File: config.mk
export PLATFORM = sky130hd
export DESIGN_NAME = utf8_stream_decoder
export DESIGN_NICKNAME = d
export VERILOG_FILES = /design/src/hdl/utf8d_pkg.sv /design/src/hdl/utf8d_decode.sv /design/src/hdl/utf8d_out_fifo.sv /design/src/hdl/utf8_stream_decoder.sv
export SDC_FILE = /design/constraint.sdc
export NUM_CORES = 1
export LEC_CHECK = 0
export BUFFER_PORTS_ARGS = -buffer_cell sky130_fd_sc_hd__clkbuf_2
export CORE_MARGIN = 2
export CORE_UTILIZATION = 40
export CTS_CLUSTER_SIZE = 30
export DETAILED_ROUTE_END_ITERATION = 6
export PLACE_DENSITY = 0.55
export SLEW_MARGIN = 20
export SYNTH_ARGS = -nofsm -noshare
export SYNTH_HDL_FRONTEND = slang
export SYNTH_HIERARCHICAL = 1
export SYNTH_SLANG_ARGS = --single-unit
File: constraint.sdc
create_clock -name aclk -period 11.1 [get_ports aclk]
set_clock_uncertainty 0.1 [all_clocks]
set_input_delay 1.11 -clock aclk [delete_from_list [all_inputs] [get_ports aclk]]
set_output_delay 1.11 -clock aclk [all_outputs]
set_load 0.05 [all_outputs]
File: src/hdl/utf8d_pkg.sv
// ----------------------------------------------------------------------------
// utf8d_pkg
// Shared types and constants for the UTF-8 stream decoder.
// ----------------------------------------------------------------------------
package utf8d_pkg;

    localparam int CP_W        = 21;
    localparam int FIFO_DEPTH  = 2;
    localparam int RES_CNT_W   = 2;

    localparam logic [CP_W-1:0] REPL_CHAR   = 21'h00FFFD;
    localparam logic [CP_W-1:0] MIN_2BYTE   = 21'h000080;
    localparam logic [CP_W-1:0] MIN_3BYTE   = 21'h000800;
    localparam logic [CP_W-1:0] MIN_4BYTE   = 21'h010000;
    localparam logic [CP_W-1:0] SURR_LO     = 21'h00D800;
    localparam logic [CP_W-1:0] SURR_HI     = 21'h00DFFF;
    localparam logic [CP_W-1:0] MAX_SCALAR  = 21'h10FFFF;

    localparam logic [7:0] ASCII_LIMIT = 8'h80;
    localparam logic [7:0] LEAD2_MIN   = 8'hC2;
    localparam logic [7:0] LEAD3_MIN   = 8'hE0;
    localparam logic [7:0] LEAD4_MIN   = 8'hF0;
    localparam logic [7:0] LEAD_LIMIT  = 8'hF5;
    localparam logic [7:0] CONT_MASK   = 8'hC0;
    localparam logic [7:0] CONT_TAG    = 8'h80;

    // One input item
    typedef struct packed {
        logic [7:0] byte_value;
        logic       end_of_text;
    } in_item_t;

    // One result item
    typedef struct packed {
        logic [CP_W-1:0] cp_value;
        logic            was_replaced;
        logic            last_of_item;
        logic            text_done;
    } out_item_t;

    // Results caused by one byte, in order
    typedef struct packed {
        out_item_t             first;
        out_item_t             second;
        logic [RES_CNT_W-1:0]  count;
    } res_pair_t;

endpackage

File: src/hdl/utf8d_decode.sv
// ----------------------------------------------------------------------------
// utf8d_decode
// Sequence state and single-pass decode of one byte into up to two results.
// ----------------------------------------------------------------------------
module utf8d_decode
    import utf8d_pkg::*;
(
    input  logic      aclk,
    input  logic      aresetn,
    input  in_item_t  in_item,
    input  logic      consume,
    output res_pair_t res
);

    logic [CP_W-1:0] partial_value_reg, partial_value_next;
    logic [1:0]      bytes_remaining_reg, bytes_remaining_next;
    logic [1:0]      sequence_length_reg, sequence_length_next;

    // Decode of the current byte against the open sequence
    always_comb begin
        logic [7:0]      b;
        logic            eot;
        logic            is_cont;
        logic [CP_W-1:0] v;
        logic            bad;
        logic            lead_emit;
        logic            lead_start;
        out_item_t       lead_item;
        logic [CP_W-1:0] lead_val;
        logic [1:0]      lead_cont;
        out_item_t       repl_item;

        b       = in_item.byte_value;
        eot     = in_item.end_of_text;
        is_cont = (b & CONT_MASK) == CONT_TAG;
        v       = {partial_value_reg[CP_W-7:0], b[5:0]};

        repl_item = '{cp_value: REPL_CHAR, was_replaced: 1'b1,
                      last_of_item: 1'b0, text_done: 1'b0};

        // Lead byte classification
        lead_start = 1'b0;
        lead_emit  = 1'b1;
        lead_val   = '0;
        lead_cont  = 2'd0;
        lead_item  = repl_item;
        if (b < ASCII_LIMIT) begin
            lead_item = '{cp_value: {13'd0, b}, was_replaced: 1'b0,
                          last_of_item: 1'b0, text_done: 1'b0};
        end else if (b < LEAD2_MIN || b >= LEAD_LIMIT) begin
            lead_item = repl_item;
        end else begin
            lead_start = 1'b1;
            lead_emit  = eot;
            if (b < LEAD3_MIN) begin
                lead_val  = {16'd0, b[4:0]};
                lead_cont = 2'd1;
            end else if (b < LEAD4_MIN) begin
                lead_val  = {17'd0, b[3:0]};
                lead_cont = 2'd2;
            end else begin
                lead_val  = {18'd0, b[2:0]};
                lead_cont = 2'd3;
            end
        end

        // Completed sequence checks
        bad = (sequence_length_reg == 2'd1 && v < MIN_2BYTE) ||
              (sequence_length_reg == 2'd2 && v < MIN_3BYTE) ||
              (sequence_length_reg == 2'd3 && v < MIN_4BYTE) ||
              (v >= SURR_LO && v <= SURR_HI) ||
              (v > MAX_SCALAR);

        res                  = '0;
        partial_value_next   = '0;
        bytes_remaining_next = '0;
        sequence_length_next = '0;

        if (bytes_remaining_reg != 2'd0 && is_cont) begin
            // Continuation of an open sequence
            if (bytes_remaining_reg == 2'd1) begin
                res.first = '{cp_value: bad ? REPL_CHAR : v, was_replaced: bad,
                              last_of_item: 1'b0, text_done: 1'b0};
                res.count = 2'd1;
            end else if (eot) begin
                res.first = repl_item;
                res.count = 2'd1;
            end else begin
                partial_value_next   = v;
                bytes_remaining_next = bytes_remaining_reg - 2'd1;
                sequence_length_next = sequence_length_reg;
            end
        end else begin
            // Broken sequence first, then the byte as a lead
            if (bytes_remaining_reg != 2'd0) begin
                res.first = repl_item;
                if (lead_emit) begin
                    res.second = lead_item;
                    res.count  = 2'd2;
                end else begin
                    res.count  = 2'd1;
                end
            end else if (lead_emit) begin
                res.first = lead_item;
                res.count = 2'd1;
            end
            if (lead_start && !eot) begin
                partial_value_next   = lead_val;
                bytes_remaining_next = lead_cont;
                sequence_length_next = lead_cont;
            end
        end

        // Mark the final result of this byte
        if (res.count == 2'd1) begin
            res.first.last_of_item = 1'b1;
            res.first.text_done    = eot;
        end else if (res.count == 2'd2) begin
            res.second.last_of_item = 1'b1;
            res.second.text_done    = eot;
        end
    end

    // Sequence state
    always_ff @(posedge aclk) begin
        if (!aresetn) begin
            partial_value_reg   <= '0;
            bytes_remaining_reg <= '0;
            sequence_length_reg <= '0;
        end else if (consume) begin
            partial_value_reg   <= partial_value_next;
            bytes_remaining_reg <= bytes_remaining_next;
            sequence_length_reg <= sequence_length_next;
        end
    end

    a_len_covers_remaining: assert property (@(posedge aclk) disable iff (!aresetn)
        bytes_remaining_reg != 2'd0 |->
            sequence_length_reg != 2'd0 && bytes_remaining_reg <= sequence_length_reg)
        else $error("open sequence without a matching length");

    a_eot_clears_state: assert property (@(posedge aclk) disable iff (!aresetn)
        consume && in_item.end_of_text |=>
            bytes_remaining_reg == 2'd0 && partial_value_reg == '0)
        else $error("state not cleared at end of text");

    a_eot_gives_result: assert property (@(posedge aclk) disable iff (!aresetn)
        consume && in_item.end_of_text |-> res.count != 2'd0)
        else $error("end of text without a result");

    a_two_means_broken: assert property (@(posedge aclk) disable iff (!aresetn)
        res.count == 2'd2 |-> res.first.was_replaced && bytes_remaining_reg != 2'd0)
        else $error("two results without a broken sequence");

endmodule

File: src/hdl/utf8d_out_fifo.sv
// ----------------------------------------------------------------------------
// utf8d_out_fifo
// Two-entry result register; takes up to two items per cycle, gives one.
// ----------------------------------------------------------------------------
module utf8d_out_fifo
    import utf8d_pkg::*;
(
    input  logic                 aclk,
    input  logic                 aresetn,
    input  logic                 push,
    input  res_pair_t            push_data,
    output logic [RES_CNT_W-1:0] free,
    output logic                 m_valid,
    input  logic                 m_ready,
    output out_item_t            m_data
);

    out_item_t            slot0_reg, slot0_next;
    out_item_t            slot1_reg, slot1_next;
    logic [RES_CNT_W-1:0] count_reg, count_next;
    logic                 pop;
    logic [RES_CNT_W-1:0] keep;

    assign m_valid = count_reg != '0;
    assign m_data  = slot0_reg;
    assign pop     = m_valid && m_ready;
    assign keep    = count_reg - {{(RES_CNT_W-1){1'b0}}, pop};
    assign free    = RES_CNT_W'(FIFO_DEPTH) - keep;

    // Shift out the head, append new items behind what is kept
    always_comb begin
        slot0_next = slot0_reg;
        slot1_next = slot1_reg;
        if (keep == 2'd0) begin
            slot0_next = push_data.first;
            slot1_next = push_data.second;
        end else if (keep == 2'd1) begin
            slot0_next = pop ? slot1_reg : slot0_reg;
            slot1_next = push_data.first;
        end
        count_next = keep + (push ? push_data.count : '0);
    end

    always_ff @(posedge aclk) begin
        if (!aresetn) begin
            count_reg <= '0;
        end else begin
            count_reg <= count_next;
        end
    end

    always_ff @(posedge aclk) begin
        slot0_reg <= slot0_next;
        slot1_reg <= slot1_next;
    end

    a_count_bound: assert property (@(posedge aclk) disable iff (!aresetn)
        count_reg <= RES_CNT_W'(FIFO_DEPTH))
        else $error("result register overfilled");

    a_push_fits: assert property (@(posedge aclk) disable iff (!aresetn)
        push |-> push_data.count <= free)
        else $error("push larger than free space");

endmodule

File: src/hdl/utf8_stream_decoder.sv
// Path: a byte accepted into the input register is decoded combinationally, and
// its results enter the result register when it advances; that register drives m_valid.
// Throughput: one byte per cycle; a byte with two results is absorbed by the
// two-entry result register, and the input stalls only while results back up.
// Reset (aresetn low, synchronous) empties the input and result registers and
// clears the open sequence.
// ----------------------------------------------------------------------------
// utf8_stream_decoder
// UTF-8 byte stream to code points with U+FFFD replacement of bad input.
// ----------------------------------------------------------------------------
module utf8_stream_decoder
    import utf8d_pkg::*;
(
    input  logic      aclk,
    input  logic      aresetn,
    input  logic      s_valid,
    output logic      s_ready,
    input  in_item_t  s_data,
    output logic      m_valid,
    input  logic      m_ready,
    output out_item_t m_data
);

    logic                 in_valid_reg;
    in_item_t             in_item_reg;
    res_pair_t            res;
    logic [RES_CNT_W-1:0] free;
    logic                 consume;

    // Input register advances when its item fits into the result register
    assign consume = in_valid_reg && (res.count <= free);
    assign s_ready = !in_valid_reg || consume;

    always_ff @(posedge aclk) begin
        if (!aresetn) begin
            in_valid_reg <= 1'b0;
        end else if (s_ready) begin
            in_valid_reg <= s_valid;
        end
    end

    always_ff @(posedge aclk) begin
        if (s_valid && s_ready) begin
            in_item_reg <= s_data;
        end
    end

    utf8d_decode u_decode (
        .aclk    (aclk),
        .aresetn (aresetn),
        .in_item (in_item_reg),
        .consume (consume),
        .res     (res)
    );

    utf8d_out_fifo u_out (
        .aclk      (aclk),
        .aresetn   (aresetn),
        .push      (consume),
        .push_data (res),
        .free      (free),
        .m_valid   (m_valid),
        .m_ready   (m_ready),
        .m_data    (m_data)
    );

endmodule

### Word level (Yosys, flattened, before mapping)

Index checks and enable logic that the tools add are counted.
Widths: inputs -> output; s select.

| operators by class | value |
|---|---|
| $add $sub $neg | 4 |
| $lt $le $gt $ge | 12 |
| reductions and logical operators | 24 |
| eq/ne operators | 9 |
| muxes and demuxes | 47 |

Operator list:

| operator | number |
|---|---|
| $mux 24 | 10 |
| $mux 15 | 6 |
| $mux 19 | 3 |
| $mux 2 | 18 |
| $lt 8x8->1 const B | 4 |
| $ge 21x16->1 const B | 1 |
| $gt 21x21->1 const B | 1 |
| $le 21x16->1 const B | 1 |
| $lt 21x12->1 const B | 1 |
| $lt 21x17->1 const B | 1 |
| $lt 21x8->1 const B | 1 |
| $mux 21 | 1 |
| $logic_and 1x1->1 | 9 |
| $eq 2x1->1 const B | 4 |
| $eq 2x2->1 const B | 4 |
| $ge 8x8->1 const B | 1 |
| $reduce_bool 2->1 | 4 |
| $mux 1 | 7 |
| $logic_or 1x1->1 | 6 |
| $mux 5 | 1 |
| $mux 4 | 1 |
| $reduce_and 2->1 | 2 |
| $ne 3x3->1 const B | 1 |
| $add 2x2->2 | 1 |
| other kinds (6) | 7 |

| word-level totals | value |
|---|---|
| flip-flop bits (word level) | 79 |

### Longest topological paths before layout

| logic depth | value |
|---|---|
| depth after elaboration | 12 |
| depth in mapped cells | 17 |
| depth with buffers taken out | 15 |

### Hierarchy

The synthesis kept the hierarchy.

By module, submodules not included:

| module | times used | cells an instance | area each (um^2) |
|---|---|---|---|
| utf8d_out_fifo | 1 | 125 | 2250.9 |
| utf8d_decode | 1 | 215 | 1634.1 |
| utf8_stream_decoder | 1 | 22 | 381.6 |

### Least setup slack after synthesis

No wires, ideal clock.

| path | value |
|---|---|
| kind | in2out |
| from | input port m_ready |
| to | output port s_ready |
| path slack | 6949 ps |
| buffers on the path | 0 |
| arrival time | 2941 ps |
| cell stages on the path | 9 |
| path through | and2_1 -> ha_1 -> xnor2_1 -> ha_1 -> inv_1 -> inv_1 -> ha_1 -> nor2b_4 -> o211ai_2 |

| between the ends | value |
|---|---|
| word-level cells in the longest chain between the ends | 6 |

Ends and longest elaborated chain:

| item | line | RTL |
|---|---|---|
| from (decl) | utf8_stream_decoder.sv:20 | `input logic m_ready,` |
| $logic_and 1x1->1 | utf8d_out_fifo.sv:26 | `assign pop = m_valid && m_ready;` |
| $sub 2x1->2 | utf8d_out_fifo.sv:27 | `assign keep = count_reg - {{(RES_CNT_W-1){1'b0}}, pop};` |
| $sub 2x2->2 | utf8d_out_fifo.sv:28 | `assign free = RES_CNT_W'(FIFO_DEPTH) - keep;` |
| net free[1] | utf8_stream_decoder.sv:27 | `logic [RES_CNT_W-1:0] free;` |
| $le 2x2->1 | utf8_stream_decoder.sv:31 | `assign consume = in_valid_reg && (res.count <= free);` |
| $logic_and 1x1->1 | utf8_stream_decoder.sv:31 |  |
| $logic_or 1x1->1 | utf8_stream_decoder.sv:32 | `assign s_ready = !in_valid_reg \|\| consume;` |
| to (decl) | utf8_stream_decoder.sv:17 | `output logic s_ready,` |

The timed path passes the listed nets, and every way through them passes these cells.

==> impl_metrics.tcl <==
set metrics [dict create \
    outcome "finished, final reports clean" \
    clk_pin_slew_ns 0.08 \
    cts_setup_buffers 0 \
    syn_area_mm2 0.004267 \
    globalRoute.totalOverflow 0 \
    drv_slew 0 \
    core_mm2 0.01032 \
    clock-sinks 79 \
    worstPathCellList "or4_1, o2111ai_2, nor2_4, inv_1, ha_1, o21a_1, inv_1, ha_1, nor2b_4, o211ai_2, clkbuf_2" \
    post-route-period-util_pct 41.75 \
    tns_ns 0 \
    n_antenna_cell 0 \
    final-hold-violation-count 0 \
    cts_buffers 9 \
    num_rows 37 \
    avgRoutedWirePerCell_um 15.67 \
    crit_slowest_cell "edfxtp_1" \
    remaining_drc_errors 0 \
    syn_to_final_growth_pct 7.214 \
    initial_core_util_pct 41.33 \
    seqPwrFrac_pct 35.5 \
    period_minus_slack_ns 4.635 \
    grt_pass1_vias 2557 \
    grt_max_degree 51 \
    dp_slack_ns 6.470 \
    min_path_type "reg2reg" \
    grtUsageTotal_pct 15.27 \
    seq_area_frac_synth_pct 50.44 \
    initialDrtViolationCount 117 \
    async_flop_share_pct 0 \
    ys.warnings.count 6 \
    setup_ws_ns 6.465 \
    yosys-top-cells-area "edfxtp_1, mux2_2, dfxtp_1" \
    worstPathMaxFanout 12 \
    max_stage_delay_ns 0.56 \
    cts_root_buf "clkbuf_8" \
    cts_tree "done" \
    ir_drop_mv 0.1289 \
    clkPwrFrac_pct 12.0 \
    chipHeight_um 107.3 \
    required_ns 9.89 \
    drive_gt1_share_pct 30.39 \
    port_buffers 38 \
    setup_viol 0 \
    power_frac_comb_pct 52.5 \
    viasPerCell 5.200 \
    grt_pass1_wl_mm 13.61 \
    synth_edf_count 57 \
    rsz0062_at_grt "false" \
    tightestPinTransition_ns 1.021 \
    insertion_delay_ns 0.36 \
    ctsHoldBuffers 0 \
    final_antenna_net_count 0 \
    final_net_count 401 \
    p_int_uw 898.0 \
    dp_hpwl_mm 5.614 \
    maxCapViolCount 0 \
    antenna_found_initial 0 \
    gp_congestion 0.8135 \
    syn_area_per_cell_um2 11.79 \
    fp.dieW_um 107.3 \
    synth_top_area_share_pct 40.12 \
    timing.fmax_mhz 215.8 \
    first_pass_iters 4 \
    p_leak_nw 1.740 \
    syn-instance-count 362 \
    cp_top_family "compound AO/OA/AOI/OAI gates" \
    start_kind "register" \
    clockBufferDepth 2 \
    swShare_pct 42.26 \
    num_vias 2709 \
    cts_resized 0 \
    cp.arrival_ns 3.42 \
    htreeDepth 3 \
    path_buf_inv 3 \
    p_switching_uw 657.4 \
    yosys.area.top_type "edfxtp_1" \
    synth.distinct_cells 62 \
    cp-end-kind "output port" \
    synth-seq-cells 79 \
    cellPowerDensity_mw_per_mm2 340.0 \
    final_common_cell "edfxtp_1" \
    slew_headroom_pct 31.93 \
    wl_mm 8.165 \
    synth_flop_cell "edfxtp_1" \
    die-area_mm2 0.01151 \
    critPathKind "reg2out" \
    final_cell_mix "edfxtp_1, mux2_2, clkbuf_2, nor2_1" \
    io_pins 39 \
]
==> area by class of cell <==
| type | instances | area, um^2 |
|---|---|---|
| fillers | 984 | 5749 |
| inverters | 16 | 60.06 |
| well taps | 136 | 170.2 |
| clock inverters | 2 | 8.758 |
| repair buffers | 38 | 190.2 |
| clock buffers | 14 | 152.6 |
| multi-input cells | 236 | 1841 |
| flip-flops and latches | 79 | 2152 |
==> logic make-up after synthesis <==
family | count (synthesis) | synth area share (%)
AO/OA/AOI/OAI | 50 | 8.973
XOR/XNOR | 2 | 0.4106
adder cells (fa/ha/maj) | 8 | 2.346
buffers and inverters | 51 | 7.361
flip-flops | 79 | 50.44
multiplexers | 59 | 15.60
other | 1 | 0.08789
AND/OR/NAND/NOR | 112 | 14.78
==> worst min-delay path, delay by kind of cell (launching register included) <==
kind / cells / cell delay [ns]
DFF: 1 / 0.32
AOI/OAI and AO/OA: 2 / 0.15
==> per-layer routing <==
layer	wire, um	up-vias	GRT usage [%]
li1	-	1361	-
met1	4262	1283	22.45
met2	3470	53	21.88
met3	265	12	2.361
met4	166	0	7.236
met5	0	-	0
==> cell usage after synthesis (4+ instances only) <==
master,instances
nor2_1,28
and2_1,12
a211oi_1,6
buf_6,9
nand3_1,8
clkbuf_1,9
nand4_1,12
nand3b_1,5
inv_1,16
o211ai_1,6
a21oi_1,4
ha_1,8
edfxtp_1,57
o21ai_0,12
nand2_1,22
nor3b_1,4
mux2_2,44
mux2_4,4
dfxtp_1,22
buf_4,14
mux2i_1,11
==> power by group through the flow <==
stage | sequential, mW | clock (mW) | combinational [mW]
final | 0.552 | 0.187 | 0.817
after CTS | 0.552 | 0.192 | 0.822
after global routing | 0.565 | 0.204 | 0.891
after floorplan | 0.704 | 0 | 0.548
after global placement | 0.555 | 0 | 0.801
after detailed placement | 0.559 | 0 | 0.816
==> metrics by stage <==
| step | cells | power, mW | hold WS, ns | cell area [um^2] | utilization, % |
|---|---|---|---|---|---|
| after floorplan | 366 | 1.252 | 0.3571 | 4282 | - |
| after global placement | 505 | 1.357 | 0.3829 | 4394 | 42.56 |
| after detailed placement | 505 | 1.376 | 0.3858 | 4412 | 42.73 |
| after CTS | 521 | 1.567 | 0.3975 | 4573 | 44.30 |
| after global routing | 521 | 1.660 | 0.4201 | 4574 | 44.31 |
| final | 521 | 1.555 | 0.4084 | 4574 | 44.31 |
==> worst paths after layout <==
check	start	endpoint	slack, ns	depth (start not counted)
worst max-delay path	in_item_reg[5]	s_ready	6.47	11
worst min-delay path	in_valid_reg	in_valid_reg	0.41	2
worst max register to register	in_item_reg[5]	u_out/count_reg[1]	6.96	15
worst min register to register	in_valid_reg	in_valid_reg	0.41	2
Note: power is estimated with default switching activity, not from simulation.
